## src/rtl/sse_pkg.sv

```systemverilog
// Package for the selection sort engine: word width and sequencer state type.
// No dependencies; used by sse_ram and selection_sort_engine_core.
`default_nettype none

package sse_pkg;

  localparam int unsigned DATA_W = 32;

  typedef enum logic [2:0] {
    ST_LOAD,     // taking words into the store
    ST_RD_HEAD,  // read head of unsorted tail
    ST_HEAD,     // head data back, start scan
    ST_SCAN,     // one compare per cycle over the tail
    ST_SWAP      // write head into min slot, emit min
  } sse_state_e;

endpackage

`default_nettype wire

```

## src/rtl/sse_ram.sv

```systemverilog
// Element store: one write port, one read port, registered read.
// Depends on sse_pkg for the word width.
`default_nettype none

module sse_ram #(
  parameter int unsigned DEPTH = 64
) (
  input  wire logic                         clk_i,
  input  wire logic                         we_i,
  input  wire logic [$clog2(DEPTH)-1:0]     waddr_i,
  input  wire logic [sse_pkg::DATA_W-1:0]   wdata_i,
  input  wire logic [$clog2(DEPTH)-1:0]     raddr_i,
  output      logic [sse_pkg::DATA_W-1:0]   rdata_o
);

  logic [sse_pkg::DATA_W-1:0] mem_q [DEPTH];

  always_ff @(posedge clk_i) begin
    if (we_i) begin
      mem_q[waddr_i] <= wdata_i;
    end
  end

  always_ff @(posedge clk_i) begin
    rdata_o <= mem_q[raddr_i];
  end

endmodule

`default_nettype wire

```

## src/rtl/selection_sort_engine_core.sv

```systemverilog
// Selection sort engine top level: load sequencer, scan/swap datapath, output register.
// Depends on sse_pkg and sse_ram.
// Words load at one per cycle. Pass i (i = 0..n-1) of an n-word set does a head read, a
// head capture, one read and compare per tail entry and a swap/emit, serialised by the
// single store read port. Output stalls only stretch the swap cycle. Reset (rst_ni low,
// async) empties the count; store is not cleared.
`default_nettype none

module selection_sort_engine_core #(
  parameter int unsigned DEPTH = 64
) (
  input  wire logic        clk_i,
  input  wire logic        rst_ni,
  // input stream
  input  wire logic        s_axis_tvalid,
  output      logic        s_axis_tready,
  input  wire logic [31:0] s_axis_tdata,   // [31:0] value
  input  wire logic        s_axis_tlast,   // last_item
  // result stream
  output      logic        m_axis_tvalid,
  input  wire logic        m_axis_tready,
  output      logic [31:0] m_axis_tdata,   // [31:0] sorted_value
  output      logic        m_axis_tlast    // last_result
);

  localparam int unsigned AW = $clog2(DEPTH);      // store address
  localparam int unsigned CW = $clog2(DEPTH + 1);  // count, can hold DEPTH

  localparam int unsigned DW = sse_pkg::DATA_W;

  sse_pkg::sse_state_e state_q, state_d;

  logic [CW-1:0] count_q, count_d;     // words held in current set
  logic [CW-1:0] n_q, n_d;             // set size being sorted
  logic [AW-1:0] i_q, i_d;             // head of unsorted tail
  logic [CW-1:0] j_q, j_d;             // next tail index to read
  logic [AW-1:0] pidx_q, pidx_d;       // index of read in flight
  logic [AW-1:0] best_idx_q, best_idx_d;
  logic [DW-1:0] best_val_q, best_val_d;
  logic [DW-1:0] head_val_q, head_val_d;

  logic          out_valid_q, out_valid_d;
  logic [DW-1:0] out_data_q, out_data_d;
  logic          out_last_q, out_last_d;

  // store port signals
  logic          ram_we;
  logic [AW-1:0] ram_waddr;
  logic [DW-1:0] ram_wdata;
  logic [AW-1:0] ram_raddr;
  logic [DW-1:0] ram_rdata;

  logic          s_acc;
  logic          full;
  logic          out_free;
  logic [CW-1:0] i_ext;
  logic [CW-1:0] i_inc;

  assign s_axis_tready = (state_q == sse_pkg::ST_LOAD);
  assign s_acc         = s_axis_tvalid & s_axis_tready;
  assign full          = (count_q == CW'(DEPTH));
  // output register can take a word this cycle
  assign out_free      = ~out_valid_q | m_axis_tready;
  assign i_ext         = CW'(i_q);
  assign i_inc         = i_ext + CW'(1);

  sse_ram #(
    .DEPTH (DEPTH)
  ) u_ram (
    .clk_i   (clk_i),
    .we_i    (ram_we),
    .waddr_i (ram_waddr),
    .wdata_i (ram_wdata),
    .raddr_i (ram_raddr),
    .rdata_o (ram_rdata)
  );

  // Sequencer. Each pass: read head, scan tail tracking the first minimum
  // (strict less-than keeps the earliest), then write the old head into the
  // minimum's slot and emit the minimum. Slot i itself is never read again,
  // so it needs no write.
  always_comb begin
    state_d     = state_q;
    count_d     = count_q;
    n_d         = n_q;
    i_d         = i_q;
    j_d         = j_q;
    pidx_d      = pidx_q;
    best_idx_d  = best_idx_q;
    best_val_d  = best_val_q;
    head_val_d  = head_val_q;
    out_valid_d = out_valid_q & ~m_axis_tready;
    out_data_d  = out_data_q;
    out_last_d  = out_last_q;
    ram_we      = 1'b0;
    ram_waddr   = count_q[AW-1:0];
    ram_wdata   = s_axis_tdata;
    ram_raddr   = i_q;

    unique case (state_q)
      sse_pkg::ST_LOAD: begin
        if (s_acc) begin
          // words past the store depth are dropped
          if (!full) begin
            ram_we  = 1'b1;
            count_d = count_q + CW'(1);
          end
          if (s_axis_tlast) begin
            n_d     = full ? count_q : count_q + CW'(1);
            i_d     = '0;
            state_d = sse_pkg::ST_RD_HEAD;
          end
        end
      end

      sse_pkg::ST_RD_HEAD: begin
        ram_raddr = i_q;
        state_d   = sse_pkg::ST_HEAD;
      end

      sse_pkg::ST_HEAD: begin
        head_val_d = ram_rdata;
        best_val_d = ram_rdata;
        best_idx_d = i_q;
        if (i_inc < n_q) begin
          ram_raddr = i_inc[AW-1:0];
          pidx_d    = i_inc[AW-1:0];
          j_d       = i_inc + CW'(1);
          state_d   = sse_pkg::ST_SCAN;
        end else begin
          state_d = sse_pkg::ST_SWAP;
        end
      end

      sse_pkg::ST_SCAN: begin
        if ($signed(ram_rdata) < $signed(best_val_q)) begin
          best_val_d = ram_rdata;
          best_idx_d = pidx_q;
        end
        if (j_q < n_q) begin
          ram_raddr = j_q[AW-1:0];
          pidx_d    = j_q[AW-1:0];
          j_d       = j_q + CW'(1);
        end else begin
          state_d = sse_pkg::ST_SWAP;
        end
      end

      sse_pkg::ST_SWAP: begin
        // rewrite while stalled is harmless
        ram_we    = 1'b1;
        ram_waddr = best_idx_q;
        ram_wdata = head_val_q;
        if (out_free) begin
          out_valid_d = 1'b1;
          out_data_d  = best_val_q;
          out_last_d  = (i_inc == n_q);
          if (i_inc == n_q) begin
            count_d = '0;
            state_d = sse_pkg::ST_LOAD;
          end else begin
            i_d     = i_inc[AW-1:0];
            state_d = sse_pkg::ST_RD_HEAD;
          end
        end
      end

      default: begin
        state_d = sse_pkg::ST_LOAD;
      end
    endcase
  end

  always_ff @(posedge clk_i or negedge rst_ni) begin
    if (!rst_ni) begin
      state_q     <= sse_pkg::ST_LOAD;
      count_q     <= '0;
      n_q         <= '0;
      i_q         <= '0;
      j_q         <= '0;
      out_valid_q <= 1'b0;
    end else begin
      state_q     <= state_d;
      count_q     <= count_d;
      n_q         <= n_d;
      i_q         <= i_d;
      j_q         <= j_d;
      out_valid_q <= out_valid_d;
    end
  end

  // payload, no reset
  always_ff @(posedge clk_i) begin
    pidx_q     <= pidx_d;
    best_idx_q <= best_idx_d;
    best_val_q <= best_val_d;
    head_val_q <= head_val_d;
    out_data_q <= out_data_d;
    out_last_q <= out_last_d;
  end

  assign m_axis_tvalid = out_valid_q;
  assign m_axis_tdata  = out_data_q;
  assign m_axis_tlast  = out_last_q;

endmodule

`default_nettype wire

```

## config.mk

```make
export PLATFORM = sky130hd
export DESIGN_NAME = selection_sort_engine_core
export DESIGN_NICKNAME = d
export VERILOG_FILES = /design/src/rtl/sse_pkg.sv /design/src/rtl/sse_ram.sv /design/src/rtl/selection_sort_engine_core.sv
export SDC_FILE = /design/constraint.sdc
export NUM_CORES = 2
export LEC_CHECK = 0
export BUFFER_PORTS_ARGS = -buffer_cell sky130_fd_sc_hd__buf_2
export CAP_MARGIN = 20
export CORE_ASPECT_RATIO = 1.25
export CORE_MARGIN = 2
export CORE_UTILIZATION = 50
export DETAILED_ROUTE_END_ITERATION = 10
export PLACE_DENSITY = 0.68
export SYNTH_ARGS = -nofsm -noshare
export SYNTH_HDL_FRONTEND = slang
export SYNTH_HIERARCHICAL = 1
export SYNTH_SLANG_ARGS = --single-unit
export TNS_END_PERCENT = 50
```

## constraint.sdc

```tcl
create_clock -name clk_i -period 5.3 [get_ports clk_i]
set_input_delay 0 -clock clk_i [delete_from_list [all_inputs] [get_ports clk_i]]
set_output_delay 0 -clock clk_i [all_outputs]
set_load 0.02 [all_outputs]
```

After elaboration in Yosys (flattened, before gate mapping)
Memory sizes are Yosys's and may differ from the RTL's. A register that Yosys moved wholly into a read port is not among the register bits. Cells that the tools add are included. Widths: inputs -> output; s select.

Add/sub/neg operators: 4. Multipliers: 0. Div/mod/pow operators: 0. $lt $le $gt $ge: 3. Equality and inequality tests: 15. Shifts and indexed selects: 0. Multiplexer cells: 39. Bitwise gates (word level): 5. Reductions and logical operators: 10.

Operators by type and width (count): $mux 32 (2); $pmux 32 s2 (1); $mux 6 (10); $pmux 6 s2 (4); $mux 7 (6); $lt 32x32->1 (1); $pmux 7 s2 (2); $add 7x1->7 const B (3); $mux 3 (5); $pmux 3 s5 (1); $lt 7x7->1 (2); $ne 2x2->1 const B (7); $reduce_and 4->1 (2); $add 6x1->7 const B (1); $eq 7x7->1 (1); $eq 7x7->1 const B (1); $mux 1 (7); $eq 3x2->1 const B (2); $reduce_and 3->1 (2); $reduce_and 5->1 (1); $ne 2x1->1 const B (2); $reduce_and 2->1 (2); $reduce_bool 2->1 (2); $eq 3x1->1 const B (1); other kinds (6) (8).

Register bits: 140. Bits in latches: 0. RAM bits: 2048. Memory bits (read-only): 0. Input port bits: 37. Logic and storage cells: 89. Memories: 1.

Memories: u_ram.mem_q (depth 64, width 32, rd ports 1, clocked after Yosys merged registers in 1, wr ports 1, line sse_ram.sv:16) `logic [sse_pkg::DATA_W-1:0] mem_q [DEPTH];`.

Longest topological paths before layout
Word-level depth: 6. Depth in mapped cells: 21. Mapped depth without buffers: 15.

Hierarchy
Netlist, hierarchy kept.

By module, submodules not included: sse_ram (instances 1, cells each 3324, area an instance 78515.3 sq um, seq. area each 62139.6 sq um); selection_sort_engine_core (instances 1, cells each 624, area an instance 6917.9 sq um, seq. area each 4048.9 sq um).

Least setup slack after synthesis
No wires, ideal clock.

Kind: register -> register. Start: reg best_val_q[31]. End: reg best_idx_q[0] (enable). Library setup time: 0.503 ns. Arrival: 4.408 ns. Slack: 0.389 ns. Cell stages (with the launch flop): 9. Buffers on the path: 0. Clock period less this slack: 4.911 ns. Cell sequence: edfxtp_1 -> inv_1 -> ha_1 -> nand4_1 -> nor4_1 -> a21oi_1 -> nand4_1 -> o32ai_1 -> a311oi_1.

Longest elaborated chain between the ends: 3.

RTL lines: start: declaration (line selection_sort_engine_core.sv:39) `logic [DW-1:0] best_val_q, best_val_d;`; start signal: assignment (line selection_sort_engine_core.sv:196) `best_val_q <= best_val_d;`; $lt 32x32->1 (line selection_sort_engine_core.sv:136) `if ($signed(ram_rdata) < $signed(best_val_q)) begin`; $ne 2x2->1 (no source line); $reduce_and 2->1 (no source line); end signal: assignment (line selection_sort_engine_core.sv:195) `best_idx_q <= best_idx_d;`; end: declaration (line selection_sort_engine_core.sv:38) `logic [AW-1:0] best_idx_q, best_idx_d;`.

Every way passes these cells. A chain may end at the register's enable or synchronous reset.

Final worst setup path
Start: reg i_q[1]. End: reg u_ram/rdata_o[30] (netlist bit), read port of u_ram.mem_q.

Longest elaborated chain between the ends: 4.

RTL lines: start: declaration (line selection_sort_engine_core.sv:35) `logic [AW-1:0] i_q, i_d;`; start signal: assignment (line selection_sort_engine_core.sv:186) `i_q <= i_d;`; $add 6x1->7 (*) (line selection_sort_engine_core.sv:65) `assign i_inc = i_ext + CW'(1);`; $lt 7x7->1 (line selection_sort_engine_core.sv:125) `if (i_inc < n_q) begin`; $mux 6 (*) (line selection_sort_engine_core.sv:125); $pmux 6 s2 (*) (line selection_sort_engine_core.sv:100) `unique case (state_q)`; named net ram_raddr[2] (line selection_sort_engine_core.sv:50) `logic [AW-1:0] ram_raddr;`; end: declaration (line sse_ram.sv:13) `output logic [sse_pkg::DATA_W-1:0] rdata_o`.

Mark *: on every way through the listed nets, which the timed path passes. The rest lies on a longest branch.

==> metrics <==
status finished clean; post-synth cell types 67; Crit Path Class reg -> reg; cells on worst reg2reg path 20; total track usage 0.255; Inserted Clock Buffers between 150 and 200; Tmin final 5200 ps; violation count after the first detailed-route iteration about 5,600; routability cong. about 0.91; PortBufs 71; first-pass GRT wire length 313 mm; worst-path maximum fanout 27; worst-skew pair later-pin latency ~850 ps; Final Hold Violating Endpoints 0; fin cells approximately 6,700; Endpoint, Worst Hold u_ram/mem_q[1][21]$_DFFE_PP_; crit path launch i_q[1]$_DFFE_PN0P_; Starting Density 0.503; placed cell count between 6,000 and 7,000; most frequent cells in the layout edfxtp_1, mux4_2, buf_4; area post-placement 90,700 sq um; Tcrit/Tclk final 0.982; commonest non-fill, non-tap cell in the layout edfxtp_1; Hold Startpoint s_axis_tdata[21]; critical path buffer and inverter count 5; reg2reg end u_ram/rdata_o[30]$_DFF_P_; worst hold path class in -> reg; wirelength, routed approximately 220 mm; share of cells above drive strength 1 0.300; vias per cell 6.34; Leak Pwr just over 30 nW; Final ANT Viol Nets 0; Fmax achieved ~0.19 GHz; reg2reg start i_q[1]$_DFFE_PN0P_; clk sinks 2,220; Post-DP HPWL between 100 and 150 mm; crit-path cells ha_4, nand3_1, xnor2_1, ha_1, and3_1, o21ai_0, nand3_1, a221o_2, buf_4, or3b_1, nand4_1, buf_4, buf_12, buf_12, clkbuf_16, mux4_2, o221ai_1, a21oi_2, a21oi_1, nor2_1; yosys warns 6; Yosys top cell area share 0.758; Syn Area/Cell around 22 sq um; grt total ovfl 0; DRT Pass-1 Iters 5; Fin Setup TNS 0 ps; Post-synth ARST share 0.0140; Mapped Nets 4,032; Die Area 174,000 sq um; FP Rows 169; R2R Setup Slk about 95 ps; critical path's top delay family compound AO/OA/AOI/OAI gates; largest net degree at the start of global routing 95; CP arrival just under 6000 ps; H-tree depth 4; leading area contributor after synthesis edfxtp_1; clock root buffer clkbuf_16; Most used DFF post-synth edfxtp_1; Core ar. around 170,000 sq um; critical path's slowest cell dfrtp_1; Fill cells approximately 12,000; vias in the first global route about 43,000; number of flops mapped to enable cells by yosys between 2,000 and 2,500; Synth Cell Area ~85,000 sq um; VDD IR-drop max 477 uV; io pins slightly above 70; CTS tree yes; Setup Viol. Count Final 0; CTS Buffer Depth 3; post-synthesis sequential area ratio 0.775; Yosys reg bits approximately 2,200; clock transition at the registers of the reported paths approximately 70 ps; die height ~470 microns; Overall Power 58.2 mW; Slew Limit Fails 0; antenna violations before repair 8; Die W 374 microns; Area Growth Syn to Fin 14.2%; Mapped Cells 3,948; Final Skew ~49 ps; slew margin rel. 0.275; max incr delay on CP about 470 ps; PwrDens roughly 600 nW/um^2; crit end category flip-flop; Vias ~42,000; per-cell routed wire length 33.1 microns; RSZ-0062 raised after global routing no; fin util 0.575; layout net count roughly 4,400; hold depth 3; Startpoint Class flip-flop; DRC 0; max cap viols 0; WP data required roughly 6000 ps; Slew @ Worst Pin approximately 1100 ps; Final WS setup between 90 and 100 ps; Synth area leaders edfxtp_1, mux4_2, mux2i_1; Design Area, Final roughly 98,000 sq um; dpl ws -370 ps; hold_ws 70.1 ps
[layout make-up]
cell class | instances | area, sq um | area share
clock inverter | 114 | 1220 | 0.0125
sequential | 2220 | 66200 | 0.678
clock buffer | 251 | 5230 | 0.0536
multi-input combinational | 1470 | 18800 | 0.193
inverter | 51 | 191 | 0.00196
timing repair buffer | 366 | 3190 | 0.0327
tap | 2223 | 2780 | 0.0285
antenna | 1 | 2.50 | 0.0000256
[registers in the layout (all words and copies together) (netlist names)]
signal / cells
best_idx_q: 6
m_axis_tvalid: 1
n_q: 7
u_ram/mem_q: 2048
j_q: 7
u_ram/rdata_o: 32
count_q: 7
m_axis_tlast: 1
i_q: 6
best_val_q: 32
m_axis_tdata: 32
head_val_q: 32
pidx_q: 6
state_q: 3
[tightest hold or removal path, cell delays in order]
cell and delay, ps:
buf_2 80, nand2_1 100, nand2_2 460
[per-layer routing]
metal  vias up  track usage  part of all wire
li1      17200            -                 -
met1     22800        0.334              0.37
met2      2172        0.424              0.50
met3       392       0.0426             0.086
met4         0        0.115             0.045
met5         -            0                 0
[cells in the mapped netlist (32+ instances only)]
cell type / number
dfxtp_1: 32
o22ai_1: 84
nor2_1: 157
buf_2: 60
mux4_2: 544
ha_1: 47
nand2_1: 172
mux2i_1: 97
clkbuf_1: 90
inv_1: 51
a21oi_1: 89
edfxtp_1: 2157
[worst max path at each step]
| stage | endpoint | cells after the start | slack [ps] |
|---|---|---|---|
| 4_1_cts | u_ram/rdata_o[13]$_DFF_P_ | 18 | 1 |
| 2_1_floorplan | best_idx_q[0]$_DFFE_PP_ | 8 | 390 |
| 6_report | u_ram/rdata_o[30]$_DFF_P_ | 20 | 100 |
| 3_3_place_gp | u_ram/rdata_o[9]$_DFF_P_ | 18 | -360 |
| 3_5_place_dp | u_ram/rdata_o[2]$_DFF_P_ | 19 | -370 |
| 5_1_grt | u_ram/rdata_o[13]$_DFF_P_ | 18 | 10 |
[report_power, final]
| part | internal, mW | switching [mW] | total, mW |
|---|---|---|---|
| Combinational | 9.75 | 12.1 | 21.9 |
| Sequential | 21.3 | 0.708 | 22.0 |
| Clock | 8.00 | 6.35 | 14.3 |
[timing repair]
item,CTS,global route
cloned,0,2
buffers inserted,0,2
hold buffers,11,1
pin swaps,0,1
endpoints found under the setup margin,15,21
resized for setup,19,13
endpoints found under the hold margin,214,16
[kinds of logic (layout without fill, tap and decap cells)]
| group | after synthesis | in the layout | share of synthesized area |
|---|---|---|---|
| flops | 2220 | 2220 | 0.775 |
| buf+inv | 258 | 782 | 0.0142 |
| xor+xnor | 13 | 13 | 0.00133 |
| other cells | 0 | 1 | 0 |
| simple gates | 467 | 467 | 0.0248 |
| mux | 651 | 651 | 0.156 |
| fa+ha+maj | 48 | 48 | 0.00700 |
| compound gates | 291 | 291 | 0.0218 |
Power figures use the tool's default switching activity.
